[src/rtl/wwmd_pkg.sv]
package wwmd_pkg;

  localparam int unsigned Q_W            = 32;
  localparam int unsigned SUM_W          = 43;
  localparam int unsigned DIV_W          = SUM_W + 1;
  localparam int unsigned SCALE_W        = 24;
  localparam int unsigned PROD_W         = Q_W + SCALE_W;
  localparam int unsigned FRAC_W         = 16;
  localparam int unsigned MASK_W         = 6;
  localparam int unsigned CHANNELS       = 6;
  localparam int unsigned NUM_FORCE      = 3;
  localparam int unsigned STALE_W        = 16;
  localparam int unsigned STEP_W         = $clog2(DIV_W);
  localparam int unsigned MAX_WINDOW_DEF = 1024;
  localparam int unsigned ADDR_W         = 3;
  localparam int unsigned DATA_W         = 32;

  localparam logic [SCALE_W-1:0] SCALE_UNITY = SCALE_W'(1 << FRAC_W);
  localparam logic [SCALE_W-1:0] SCALE_RST   = SCALE_W'(1 << FRAC_W);
  localparam logic [PROD_W-1:0]  ROUND_HALF  = PROD_W'(1 << (FRAC_W - 1));
  localparam logic [Q_W-1:0]     Q_MAX_V     = {1'b0, {(Q_W - 1){1'b1}}};
  localparam logic [Q_W-1:0]     Q_MIN_V     = {1'b1, {(Q_W - 1){1'b0}}};
  localparam logic [SUM_W-1:0]   SUM_MAX_V   = {1'b0, {(SUM_W - 1){1'b1}}};
  localparam logic [SUM_W-1:0]   SUM_MIN_V   = {1'b1, {(SUM_W - 1){1'b0}}};

  typedef enum logic {
    FUNC_SAMPLE = 1'b0,
    FUNC_DRAIN  = 1'b1
  } func_e;

  typedef enum logic {
    REG_MASK  = 1'b0,
    REG_SCALE = 1'b1
  } reg_idx_e;

  typedef enum logic [2:0] {
    ST_IDLE,
    ST_MUL,
    ST_ROUND,
    ST_ACC,
    ST_DIV,
    ST_FIN,
    ST_OUT
  } state_e;

  typedef enum logic [2:0] {
    LOP_IDLE,
    LOP_LOAD_SMP,
    LOP_MUL,
    LOP_ROUND,
    LOP_ACC,
    LOP_LOAD_DRN,
    LOP_DIV,
    LOP_FIN
  } lane_op_e;

  typedef struct packed {
    lane_op_e           op;
    logic               negate;
    logic [SCALE_W-1:0] scale;
  } lane_ctrl_t;

  // apply sign to a magnitude and clamp to the signed q16.16 range
  function automatic logic [Q_W-1:0] sat_signed(input logic neg, input logic [DIV_W-1:0] mag);
    logic [Q_W-1:0] r;
    if (!neg) begin
      r = (mag > {{(DIV_W - Q_W){1'b0}}, Q_MAX_V}) ? Q_MAX_V : mag[Q_W-1:0];
    end else begin
      r = (mag > {{(DIV_W - Q_W){1'b0}}, Q_MIN_V}) ? Q_MIN_V :
          (Q_W'(~mag[Q_W-1:0]) + Q_W'(1));
    end
    return r;
  endfunction

endpackage

[src/rtl/wwmd_lane.sv]
module wwmd_lane #(
  parameter int unsigned CNT_W = $clog2(wwmd_pkg::MAX_WINDOW_DEF + 1)
) (
  input  logic                       clk_i,
  input  logic                       rst_ni,
  input  wwmd_pkg::lane_ctrl_t       ctrl_i,
  input  logic [wwmd_pkg::Q_W-1:0]   smp_i,
  input  logic [CNT_W-1:0]           den_i,
  output logic [wwmd_pkg::Q_W-1:0]   held_o
);
  import wwmd_pkg::*;

  logic [SUM_W-1:0]  sum_q, sum_d;
  logic [Q_W-1:0]    held_q, held_d;
  logic              sgn_q, sgn_d;
  logic [Q_W-1:0]    mag_q, mag_d;
  logic [PROD_W-1:0] prod_q, prod_d;
  logic [Q_W-1:0]    val_q, val_d;
  logic [DIV_W-1:0]  num_q, num_d;
  logic [CNT_W-1:0]  rem_q, rem_d;

  logic [Q_W-1:0]    neg_val;
  logic [Q_W:0]      mul_add;
  logic [PROD_W-1:0] rnd;
  logic [DIV_W-1:0]  sum_ext;
  logic [DIV_W-1:0]  sum_abs;
  logic [DIV_W-1:0]  acc_sum;
  logic [CNT_W:0]    trial;
  logic [CNT_W:0]    trial_sub;
  logic              ge;

  always_comb begin
    // negate with saturation of the most negative value
    if (ctrl_i.negate) begin
      neg_val = (smp_i == Q_MIN_V) ? Q_MAX_V : (Q_W'(~smp_i) + Q_W'(1));
    end else begin
      neg_val = smp_i;
    end
    mul_add   = {1'b0, prod_q[PROD_W-1:SCALE_W]} + {1'b0, (prod_q[0] ? mag_q : '0)};
    rnd       = prod_q + ROUND_HALF;
    sum_ext   = {sum_q[SUM_W-1], sum_q};
    sum_abs   = sum_q[SUM_W-1] ? (DIV_W'(~sum_ext) + DIV_W'(1)) : sum_ext;
    acc_sum   = sum_ext + {{(DIV_W - Q_W){val_q[Q_W-1]}}, val_q};
    trial     = {rem_q, num_q[DIV_W-1]};
    trial_sub = trial - {1'b0, den_i};
    ge        = (trial >= {1'b0, den_i});
  end

  always_comb begin
    sum_d  = sum_q;
    held_d = held_q;
    sgn_d  = sgn_q;
    mag_d  = mag_q;
    prod_d = prod_q;
    val_d  = val_q;
    num_d  = num_q;
    rem_d  = rem_q;
    unique case (ctrl_i.op)
      LOP_IDLE: begin
      end
      LOP_LOAD_SMP: begin
        sgn_d  = neg_val[Q_W-1];
        mag_d  = neg_val[Q_W-1] ? (Q_W'(~neg_val) + Q_W'(1)) : neg_val;
        prod_d = {{Q_W{1'b0}}, ctrl_i.scale};
      end
      LOP_MUL: begin
        prod_d = {mul_add, prod_q[SCALE_W-1:1]};
      end
      LOP_ROUND: begin
        val_d = sat_signed(sgn_q, DIV_W'(rnd[PROD_W-1:FRAC_W]));
      end
      LOP_ACC: begin
        if (acc_sum[DIV_W-1] != acc_sum[SUM_W-1]) begin
          sum_d = acc_sum[DIV_W-1] ? SUM_MIN_V : SUM_MAX_V;
        end else begin
          sum_d = acc_sum[SUM_W-1:0];
        end
      end
      LOP_LOAD_DRN: begin
        sgn_d = sum_q[SUM_W-1];
        num_d = sum_abs + DIV_W'(den_i >> 1);
        rem_d = '0;
        sum_d = '0;
      end
      LOP_DIV: begin
        rem_d = ge ? trial_sub[CNT_W-1:0] : trial[CNT_W-1:0];
        num_d = {num_q[DIV_W-2:0], ge};
      end
      LOP_FIN: begin
        held_d = sat_signed(sgn_q, num_q);
      end
      default: begin
      end
    endcase
  end

  always_ff @(posedge clk_i or negedge rst_ni) begin
    if (!rst_ni) begin
      sum_q  <= '0;
      held_q <= '0;
    end else begin
      sum_q  <= sum_d;
      held_q <= held_d;
    end
  end

  always_ff @(posedge clk_i) begin
    sgn_q  <= sgn_d;
    mag_q  <= mag_d;
    prod_q <= prod_d;
    val_q  <= val_d;
    num_q  <= num_d;
    rem_q  <= rem_d;
  end

  assign held_o = held_q;

endmodule

[config.mk]
export PLATFORM = sky130hd
export DESIGN_NAME = wwmd_lane
export DESIGN_NICKNAME = d
export VERILOG_FILES = /design/src/rtl/wwmd_pkg.sv /design/src/rtl/wwmd_lane.sv
export SDC_FILE = /design/constraint.sdc
export NUM_CORES = 1
export LEC_CHECK = 0
export BUFFER_PORTS_ARGS = -buffer_cell sky130_fd_sc_hd__clkbuf_2
export CAP_MARGIN = 30
export CORE_MARGIN = 2
export CORE_UTILIZATION = 45
export CTS_CLUSTER_SIZE = 30
export DETAILED_ROUTE_END_ITERATION = 6
export PLACE_DENSITY = 0.63
export REMOVE_ABC_BUFFERS = 1
export SYNTH_ARGS = -nofsm -noshare
export SYNTH_HDL_FRONTEND = slang
export SYNTH_SLANG_ARGS = --single-unit
export TNS_END_PERCENT = 30
[constraint.sdc]
create_clock -name clk_i -period 12.8 [get_ports clk_i]
set_clock_uncertainty 0.1 [all_clocks]
set_input_delay 3.2 -clock clk_i [delete_from_list [all_inputs] [get_ports clk_i]]
set_output_delay 3.2 -clock clk_i [all_outputs]
set_load 0.005 [all_outputs]
==> impl_summary.txt, run 1 <==
----------------------------------------------------
[Power and ir drop]
  Clock power frac ... 0.223
  Leakage ... 9.04 nW
  Reported net switching power ... 1.52 mW
  Internal cell power ... 2.27 mW
  Relative contribution of sequential cells to total power ... 0.332
  Ratio of total power to cell area ... 163 nW/um^2
  Combinational power share ... 0.445
  Worst-case vdd ir drop ... 0.000110 V
  Switching Share ... 0.401

[Clock network]
  Number of buffers added by the clock tree synthesis step ... 30
  Count of hold-fix buffers inserted at cts ... 0
  Clock sink count ... 251
  CTS tree ... yes
  Clock Pin Slew Worst Setup and Hold Paths ... 0.06 ns
  Post-CTS Setup Bufs ... 0
  Clock tree root buffer cell ... sky130_fd_sc_hd__clkbuf_16
  Total number of H-tree levels ... 1
  Post-CTS resize count ... 0
  Maximum buffer depth of the clock tree ... 3
  Clk Latency, worst-skew pair ... 0.59 ns

[Floorplanning]
  Core Rows ... 79
  Full die area ... 49000 sq um
  Std-Cell Core Area ... 46600 sq um
  Initial Utilization ... 0.456
  Die width ... 221 um
  Die boundary height ... 221 um
  Count of boundary I/O pins ... 105

[Placement]
  Minimum setup slack after placement ... 5.23 ns
  Count of port buffers added during placement ... 104
  Number of placed cells counting well taps ... 3189
  HPWL Detailed ... 41.2 mm
  Global placer's final weighted congestion ... 0.902

[Global route]
  Global-route congestion overflow total ... 0
  Maximum number of pins on one net before global-route repair ... 78
  Initial antenna violation count ... 0
  Number of global-route vias before repair ... 17975
  Overall Global Routing Usage ... 0.212
  First-pass GRT wire length ... 88.7 mm

[Critical path]
  Required time at the worst-slack endpoint ... 13.02 ns
  Flop2flop setup slack ... 8.15 ns
  Critical path endpoint category ... flop
  Critical path class ... input port to flop
  Kind of start point of the critical path ... input port
  CP arrival ... 7.18 ns
  Max FO, Critical Path ... 10

[Timing]
  Setup repair after global routing missed its margin ... no
  Tmin final ... 6.97 ns
  Setup total negative slack ... 0 ns
  Worst-Margin Slew ... 0.995 ns
  Crit path setup slack, layout ... 5.83 ns
  Maximum clock frequency ... 144 MHz
  Number of pins with negative max-slew slack in the final report ... 0
  Worst max-slew margin expressed relative to the limit ... 0.330
  Hold violation count in the final report ... 0
  Share of the cycle needed by the critical path after routing ... 0.544
  Number of setup violations in the final report ... 0

[Detailed routing]
  Final routed wire length divided by cell count ... 16.5 um
  Iter 0 DRT Violations ... 1099
  Wire length on met1 ... 23.3 mm
  Final antenna-violating net count ... 0
  Vias ... 18877
  Pre-antenna DRT Iters ... 7
  Met3 WL ... 1.89 mm
  Routed met2 length ... 26.4 mm
  Total wirelength of the detailed-routed design ... 53.5 mm
  DRC violations left ... 0
  Via density ... 5.82
  Uppermost metal layer occupied by signal nets ... met4

[Final layout]
  Post-route insts no fill ... 3246
  Core occupancy in the finished layout ... 0.499
  Filler Cells Inserted ... 4447
  Number of diodes added for antenna fixing ... 0
  Final net count ... 2796
  Fraction of final layout cells sized beyond drive strength 1 ... 0.0894
  Area grow syn2layout ... 9.39%

[Status]
  Outcome ... finished, final reports clean

[Yosys]
  Ranking of synthesized cells by instance count ... 306 x sky130_fd_sc_hd__nand2_1, 267 x sky130_fd_sc_hd__nor2_1, 204 x sky130_fd_sc_hd__a21oi_1, 199 x sky130_fd_sc_hd__o21ai_0, 176 x sky130_fd_sc_hd__edfxtp_1
  Sequential cell area fraction in the yosys report ... 0.337
  Cell count after synthesis ... 2588
  Number of flops mapped to enable cells by yosys ... 176
  Ys Warns ... 0
  Share of the synthesized area in the top cell type ... 0.249
  Flip-flop cell with the highest count after synthesis ... sky130_fd_sc_hd__edfxtp_1
  Main area contributors after synthesis ... sky130_fd_sc_hd__edfxtp_1 25%, sky130_fd_sc_hd__dfrtp_1 8.8%, sky130_fd_sc_hd__ha_1 6.1%
  Number of distinct library cells after synthesis ... 89
  Count leader, synth ... sky130_fd_sc_hd__nand2_1
  Mapped cell area ... 21200 sq um
  Cell taking the most area after synthesis ... sky130_fd_sc_hd__edfxtp_1
  Total of flip-flops plus latches after synthesis ... 251
  Async SR Flop Fraction ... 0.299
  Synthesized area per cell ... 8.21 sq um

[Job]
  Max Cap Viol ... 0

[Worst hold path]
  Worst Hold Class ... flop to flop

----------------------------------------------------
==> cells in the final DEF, fill, tap and decap left out, drive strengths merged, types with 13 or more instances in the layout <==
master | Yosys | routed
or2 | 14 | 14
clkbuf | 116 | 139
a21o | 44 | 44
a31oi | 31 | 31
and3 | 28 | 28
nor4 | 48 | 48
and2 | 55 | 55
nand2 | 306 | 306
mux2i | 22 | 22
a21oi | 204 | 204
o41ai | 18 | 18
ha | 104 | 104
nand2b | 35 | 35
buf | 19 | 27
o31ai | 21 | 21
or3 | 34 | 34
xor2 | 85 | 85
edfxtp | 176 | 176
xnor2 | 127 | 127
nor2 | 268 | 268
nor3 | 80 | 80
o22ai | 18 | 18
a211oi | 17 | 17
o21a | 18 | 18
or4 | 21 | 21
clkinv | 0 | 13
inv | 71 | 71
o21ai | 203 | 203
o21bai | 15 | 15
dfrtp | 75 | 75
nor2b | 27 | 27
nand3 | 69 | 69
nand4 | 36 | 36
==> sequential cells by signal (all words and copies together) (netlist names) <==
signal,cells
prod_q,56
num_q,44
mag_q,32
held_o,32
sgn_q,1
rem_q,11
val_q,32
sum_q,43
==> critical path, cell delays in order <==
cell and delay, ns:
sky130_fd_sc_hd__clkbuf_2 0.10, sky130_fd_sc_hd__inv_1 0.08, sky130_fd_sc_hd__ha_1 0.25, sky130_fd_sc_hd__or4b_1 0.54, sky130_fd_sc_hd__nand2b_1 0.35, sky130_fd_sc_hd__nor4_1 0.71
sky130_fd_sc_hd__nand2_1 0.28, sky130_fd_sc_hd__nand2_1 0.18, sky130_fd_sc_hd__inv_1 0.05, sky130_fd_sc_hd__ha_1 0.21, sky130_fd_sc_hd__and3_1 0.17, sky130_fd_sc_hd__and3_1 0.24
sky130_fd_sc_hd__nand3_1 0.16, sky130_fd_sc_hd__or3_1 0.26, sky130_fd_sc_hd__nor3_1 0.09, sky130_fd_sc_hd__a31oi_1 0.21, sky130_fd_sc_hd__xor2_1 0.09
==> through the flow <==
stage                     hold WS (ns)  total power [mW]  cell area, sq um
after floorplan                  0.384              2.50             20700
after global placement           0.385              2.87             22200
after detailed placement         0.397              2.93             22200
after CTS                        0.410              3.79             23200
after global routing             0.420              4.08             23200
final                            0.405              3.78             23200
==> per-layer routing <==
metal	global-route usage	vias up
li1	-	9556
met1	0.260	8793
met2	0.386	420
met3	0.0179	108
met4	0.0792	0
met5	0	-
==> area by class of cell <==
| cell class | count | area (sq um) | share of cell area |
|---|---|---|---|
| Inverter | 71 | 267 | 0.0115 |
| Clock buffer | 36 | 793 | 0.0341 |
| Timing Repair Buffer | 130 | 758 | 0.0326 |
| Tap cell | 607 | 759 | 0.0327 |
| Multi-Input combinational cell | 2131 | 13300 | 0.573 |
| Sequential cell | 251 | 7160 | 0.308 |
| Clock inverter | 20 | 193 | 0.00829 |
==> power by group through the flow <==
stage | clock network, mW | registers (mW) | logic [mW]
final | 0.844 | 1.26 | 1.68
after global routing | 0.899 | 1.28 | 1.90
after CTS | 0.865 | 1.25 | 1.68
after detailed placement | 0 | 1.27 | 1.66
after global placement | 0 | 1.26 | 1.61
after floorplan | 0 | 1.21 | 1.29
==> cells by family after synthesis <==
family | after synthesis | share of synthesized area
AND/OR/NAND/NOR | 1064 | 0.247
AO/OA/AOI/OAI | 720 | 0.213
flip-flops | 251 | 0.337
XOR/XNOR | 212 | 0.0874
buffers and inverters | 206 | 0.0381
adder cells (fa/ha/maj) | 108 | 0.0650
multiplexers | 27 | 0.0130
==> worst paths after layout <==
kind / cells past startpoint / start / end
setup / recovery: 17 / smp_i[0] / mag_q[28]$_DFFE_PP_
hold / removal: 1 / held_o[18]$_DFFE_PN0N_ / held_o[18]$_DFFE_PN0N_
setup reg to reg: 11 / prod_q[15]$_DFFE_PP_ / val_q[10]$_DFFE_PN_
hold reg to reg: 1 / held_o[18]$_DFFE_PN0N_ / held_o[18]$_DFFE_PN0N_
max in group asynchronous: 2 / rst_ni / sum_q[35]$_DFFE_PN0P_
min in group asynchronous: 1 / rst_ni / held_o[5]$_DFFE_PN0N_
Power figures use the tool's default switching activity.
==> inputs of run 2 (changes only) <==
--- a/config.mk
+++ b/config.mk
@@ -11,7 +11,7 @@
 export CORE_UTILIZATION = 45
 export CTS_CLUSTER_SIZE = 30
 export DETAILED_ROUTE_END_ITERATION = 6
-export PLACE_DENSITY = 0.63
+export PLACE_DENSITY = 0.65
 export REMOVE_ABC_BUFFERS = 1
 export SYNTH_ARGS = -nofsm -noshare
 export SYNTH_HDL_FRONTEND = slang
==> constraint.sdc (replaced) <==
create_clock -name clk_i -period 5.9 [get_ports clk_i]
set_clock_uncertainty 0.1 [all_clocks]
set_input_delay 1.475 -clock clk_i [delete_from_list [all_inputs] [get_ports clk_i]]
set_output_delay 1.475 -clock clk_i [all_outputs]
set_load 0.005 [all_outputs]
==> impl_summary.txt, run 2 (same netlist as run 1, synthesis figures left out) <==
----------------------------------------------------
[Power and ir drop]
  Ratio of total power to cell area ... 352 nW/um^2 (was 163 nW/um^2)
  Combinational power share ... 0.444 (was 0.445)
  Internal cell power ... 4.93 mW (was 2.27 mW)
  Relative contribution of sequential cells to total power ... 0.333 (was 0.332)
  Switching Share ... 0.400 (was 0.401)
  Worst-case vdd ir drop ... 0.000450 V (was 0.000110 V)
  Clock power frac ... 0.222 (was 0.223)
  Reported net switching power ... 3.29 mW (was 1.52 mW)
  Leakage ... 9.10 nW (was 9.04 nW)

[Final layout]
  Layout Cell Area excl Fill ... 23300 sq um (was 23200 sq um)
  Most common cell after layout, fill and taps aside ... sky130_fd_sc_hd__nand2_1 (unchanged)
  Filler Cells Inserted ... 4384 (was 4447)
  Fraction of final layout cells sized beyond drive strength 1 ... 0.0925 (was 0.0894)
  Final net count ... 2809 (was 2796)
  Biggest regs ... prod_q x56, num_q x44, sum_q x43 (unchanged)
  Number of diodes added for antenna fixing ... 0 (unchanged)
  Most frequent cells in the layout ... 305 x sky130_fd_sc_hd__nand2_1, 265 x sky130_fd_sc_hd__nor2_1, 204 x sky130_fd_sc_hd__a21oi_1 (unchanged)
  Register containing the most flip-flops in the final layout ... prod_q (unchanged)
  Area grow syn2layout ... 9.87% (was 9.39%)
  Number of flip-flops under the largest register name ... 56 (unchanged)

[Floorplanning]
  Std-Cell Core Area ... 46600 sq um (unchanged)
  Die width ... 221 um (unchanged)
  Die boundary height ... 221 um (unchanged)
  Initial Utilization ... 0.456 (unchanged)
  Full die area ... 49000 sq um (unchanged)
  Core Rows ... 79 (unchanged)
  Count of boundary I/O pins ... 105 (unchanged)

[Timing]
  Number of setup violations in the final report ... 0 (unchanged)
  Tmin final ... 4.80 ns
  Worst max-slew margin expressed relative to the limit ... 0.309 (was 0.330)
  Hold violation count in the final report ... 0 (unchanged)
  Final hold slack ... 0.403 ns (was 0.405 ns)
  Setup repair after global routing missed its margin ... no (unchanged)
  Number of pins with negative max-slew slack in the final report ... 0 (unchanged)
  Share of the cycle needed by the critical path after routing ... 0.814
  Maximum clock frequency ... 208 MHz
  Crit path setup slack, layout ... 1.10 ns (was 5.83 ns)
  Worst-Margin Slew ... 1.01 ns (was 0.995 ns)

[Placement]
  Count of port buffers added during placement ... 104 (unchanged)
  Cell Area, Placed ... 22300 sq um (was 22200 sq um)
  HPWL Detailed ... 41.4 mm (was 41.2 mm)
  Minimum setup slack after placement ... 0.511 ns (was 5.23 ns)
  Global placer's final weighted congestion ... 0.913 (was 0.902)

[Worst hold path]
  WHS Path Cells ... 2 (was 1)
  Worst Hold Class ... flop to flop (unchanged)
  Hold-critical path endpoint ... prod_q[5]$_DFFE_PP_ (was held_o[18]$_DFFE_PN0N_)
  Hold path startpoint ... prod_q[6]$_DFFE_PP_ (was held_o[18]$_DFFE_PN0N_)

[Detailed routing]
  Vias ... 18824 (was 18877)
  Final antenna-violating net count ... 0 (unchanged)
  Pre-antenna DRT Iters ... 5 (was 7)
  DRC violations left ... 0 (unchanged)
  Final routed wire length divided by cell count ... 16.5 um (about the same)
  Iter 0 DRT Violations ... 1129 (was 1099)
  Total wirelength of the detailed-routed design ... 53.9 mm (was 53.5 mm)
  Via density ... 5.78 (was 5.82)

[Status]
  Outcome ... finished, final reports clean (unchanged)

[Clock network]
  Count of hold-fix buffers inserted at cts ... 0 (unchanged)
  Number of buffers added by the clock tree synthesis step ... 30 (unchanged)
  Clk Latency, worst-skew pair ... 0.58 ns (was 0.59 ns)
  Clock sink count ... 251 (unchanged)
  Clock tree root buffer cell ... sky130_fd_sc_hd__clkbuf_16 (unchanged)
  Total number of H-tree levels ... 1 (unchanged)
  Post-CTS Setup Bufs ... 0 (unchanged)
  Clock Pin Slew Worst Setup and Hold Paths ... 0.06 ns (about the same)
  CTS tree ... yes (unchanged)
  Post-CTS resize count ... 0 (unchanged)
  Maximum buffer depth of the clock tree ... 3 (unchanged)

[Global route]
  First-pass GRT wire length ... 89.3 mm (was 88.7 mm)
  Initial antenna violation count ... 1 (was 0)
  Maximum number of pins on one net before global-route repair ... 76 (was 78)
  Global-route congestion overflow total ... 0 (unchanged)
  Overall Global Routing Usage ... 0.214 (was 0.212)
  Number of global-route vias before repair ... 17991 (was 17975)

[Critical path]
  Critical path endpoint category ... flop (unchanged)
  FF-to-FF End ... val_q[10]$_DFFE_PN_ (unchanged)
  Crit Reg-Reg Startpoint ... prod_q[15]$_DFFE_PP_ (unchanged)
  Flop2flop setup slack ... 1.25 ns (was 8.15 ns)
  Kind of start point of the critical path ... input port (unchanged)
  Required time at the worst-slack endpoint ... 6.12 ns (was 13.02 ns)
  CP arrival ... 5.02 ns (was 7.18 ns)
  Critical path class ... input port to flop (unchanged)
  Max FO, Critical Path ... 9 (was 10)
  Register-to-Register Path Depth ... 10 (was 11)

[Job]
  Max Cap Viol ... 0 (unchanged)

----------------------------------------------------
==> run 2: critical path, stage by stage <==
cell	delay [ns]
sky130_fd_sc_hd__clkbuf_2	0.10
sky130_fd_sc_hd__inv_1	0.10
sky130_fd_sc_hd__ha_1	0.26
sky130_fd_sc_hd__or4b_1	0.56
sky130_fd_sc_hd__nand2b_1	0.21
sky130_fd_sc_hd__buf_4	0.18
sky130_fd_sc_hd__o21ai_0	0.19
sky130_fd_sc_hd__xnor2_1	0.13
sky130_fd_sc_hd__nor3_2	0.27
sky130_fd_sc_hd__and3_1	0.30
sky130_fd_sc_hd__or3b_2	0.51
sky130_fd_sc_hd__nor3_2	0.36
sky130_fd_sc_hd__a41oi_1	0.20
sky130_fd_sc_hd__xnor2_1	0.16
==> run 2: worst max path at each step <==
stage          startpoint  cells past startpoint                   to  slack [ns]
3_3_place_gp     smp_i[0]                     14  mag_q[29]$_DFFE_PP_        0.66
6_report         smp_i[0]                     14  mag_q[29]$_DFFE_PP_        1.10
2_1_floorplan  ctrl_i[27]                      2  prod_q[0]$_DFFE_PP_       -0.34
3_5_place_dp     smp_i[0]                     14  mag_q[29]$_DFFE_PP_        0.51
5_1_grt         smp_i[24]                     16  mag_q[28]$_DFFE_PP_        0.84
4_1_cts          smp_i[0]                     14  mag_q[29]$_DFFE_PP_        1.11
==> run 2: final cells by class <==
class | instances | area, sq um | area share
clock inverter | 13 | 120 | 0.00515
multi-input combinational | 2131 | 13300 | 0.570
timing repair buffer | 143 | 876 | 0.0375
sequential | 251 | 7160 | 0.307
clock buffer | 40 | 851 | 0.0365
inverter | 71 | 267 | 0.0114
tap | 607 | 759 | 0.0325
==> run 2: routing by layer <==
layer,routed length (um),vias to the layer above,track usage
li1,-,9607,-
met1,23600,8703,0.263
met2,26600,405,0.387
met3,1660,109,0.0190
met4,1900,0,0.0777
met5,0,-,0
==> run 2: stage by stage <==
step           total power, mW  std cells  utilization  TNS (ns)
6_report                  8.22       3256        0.501         0
3_3_place_gp              6.25       3199        0.478         0
5_1_grt                   8.85       3256        0.501         0
2_1_floorplan             5.43       2453            -    -18.90
4_1_cts                   8.24       3254        0.500         0
3_5_place_dp              6.39       3201        0.480         0
==> run 2: power groups by stage <==
stage	clock network, mW	registers [mW]	logic, mW
floorplan	0	2.63	2.80
global placement	0	2.74	3.50
detailed placement	0	2.77	3.62
CTS	1.87	2.73	3.64
global route	1.93	2.80	4.13
finish	1.83	2.74	3.65
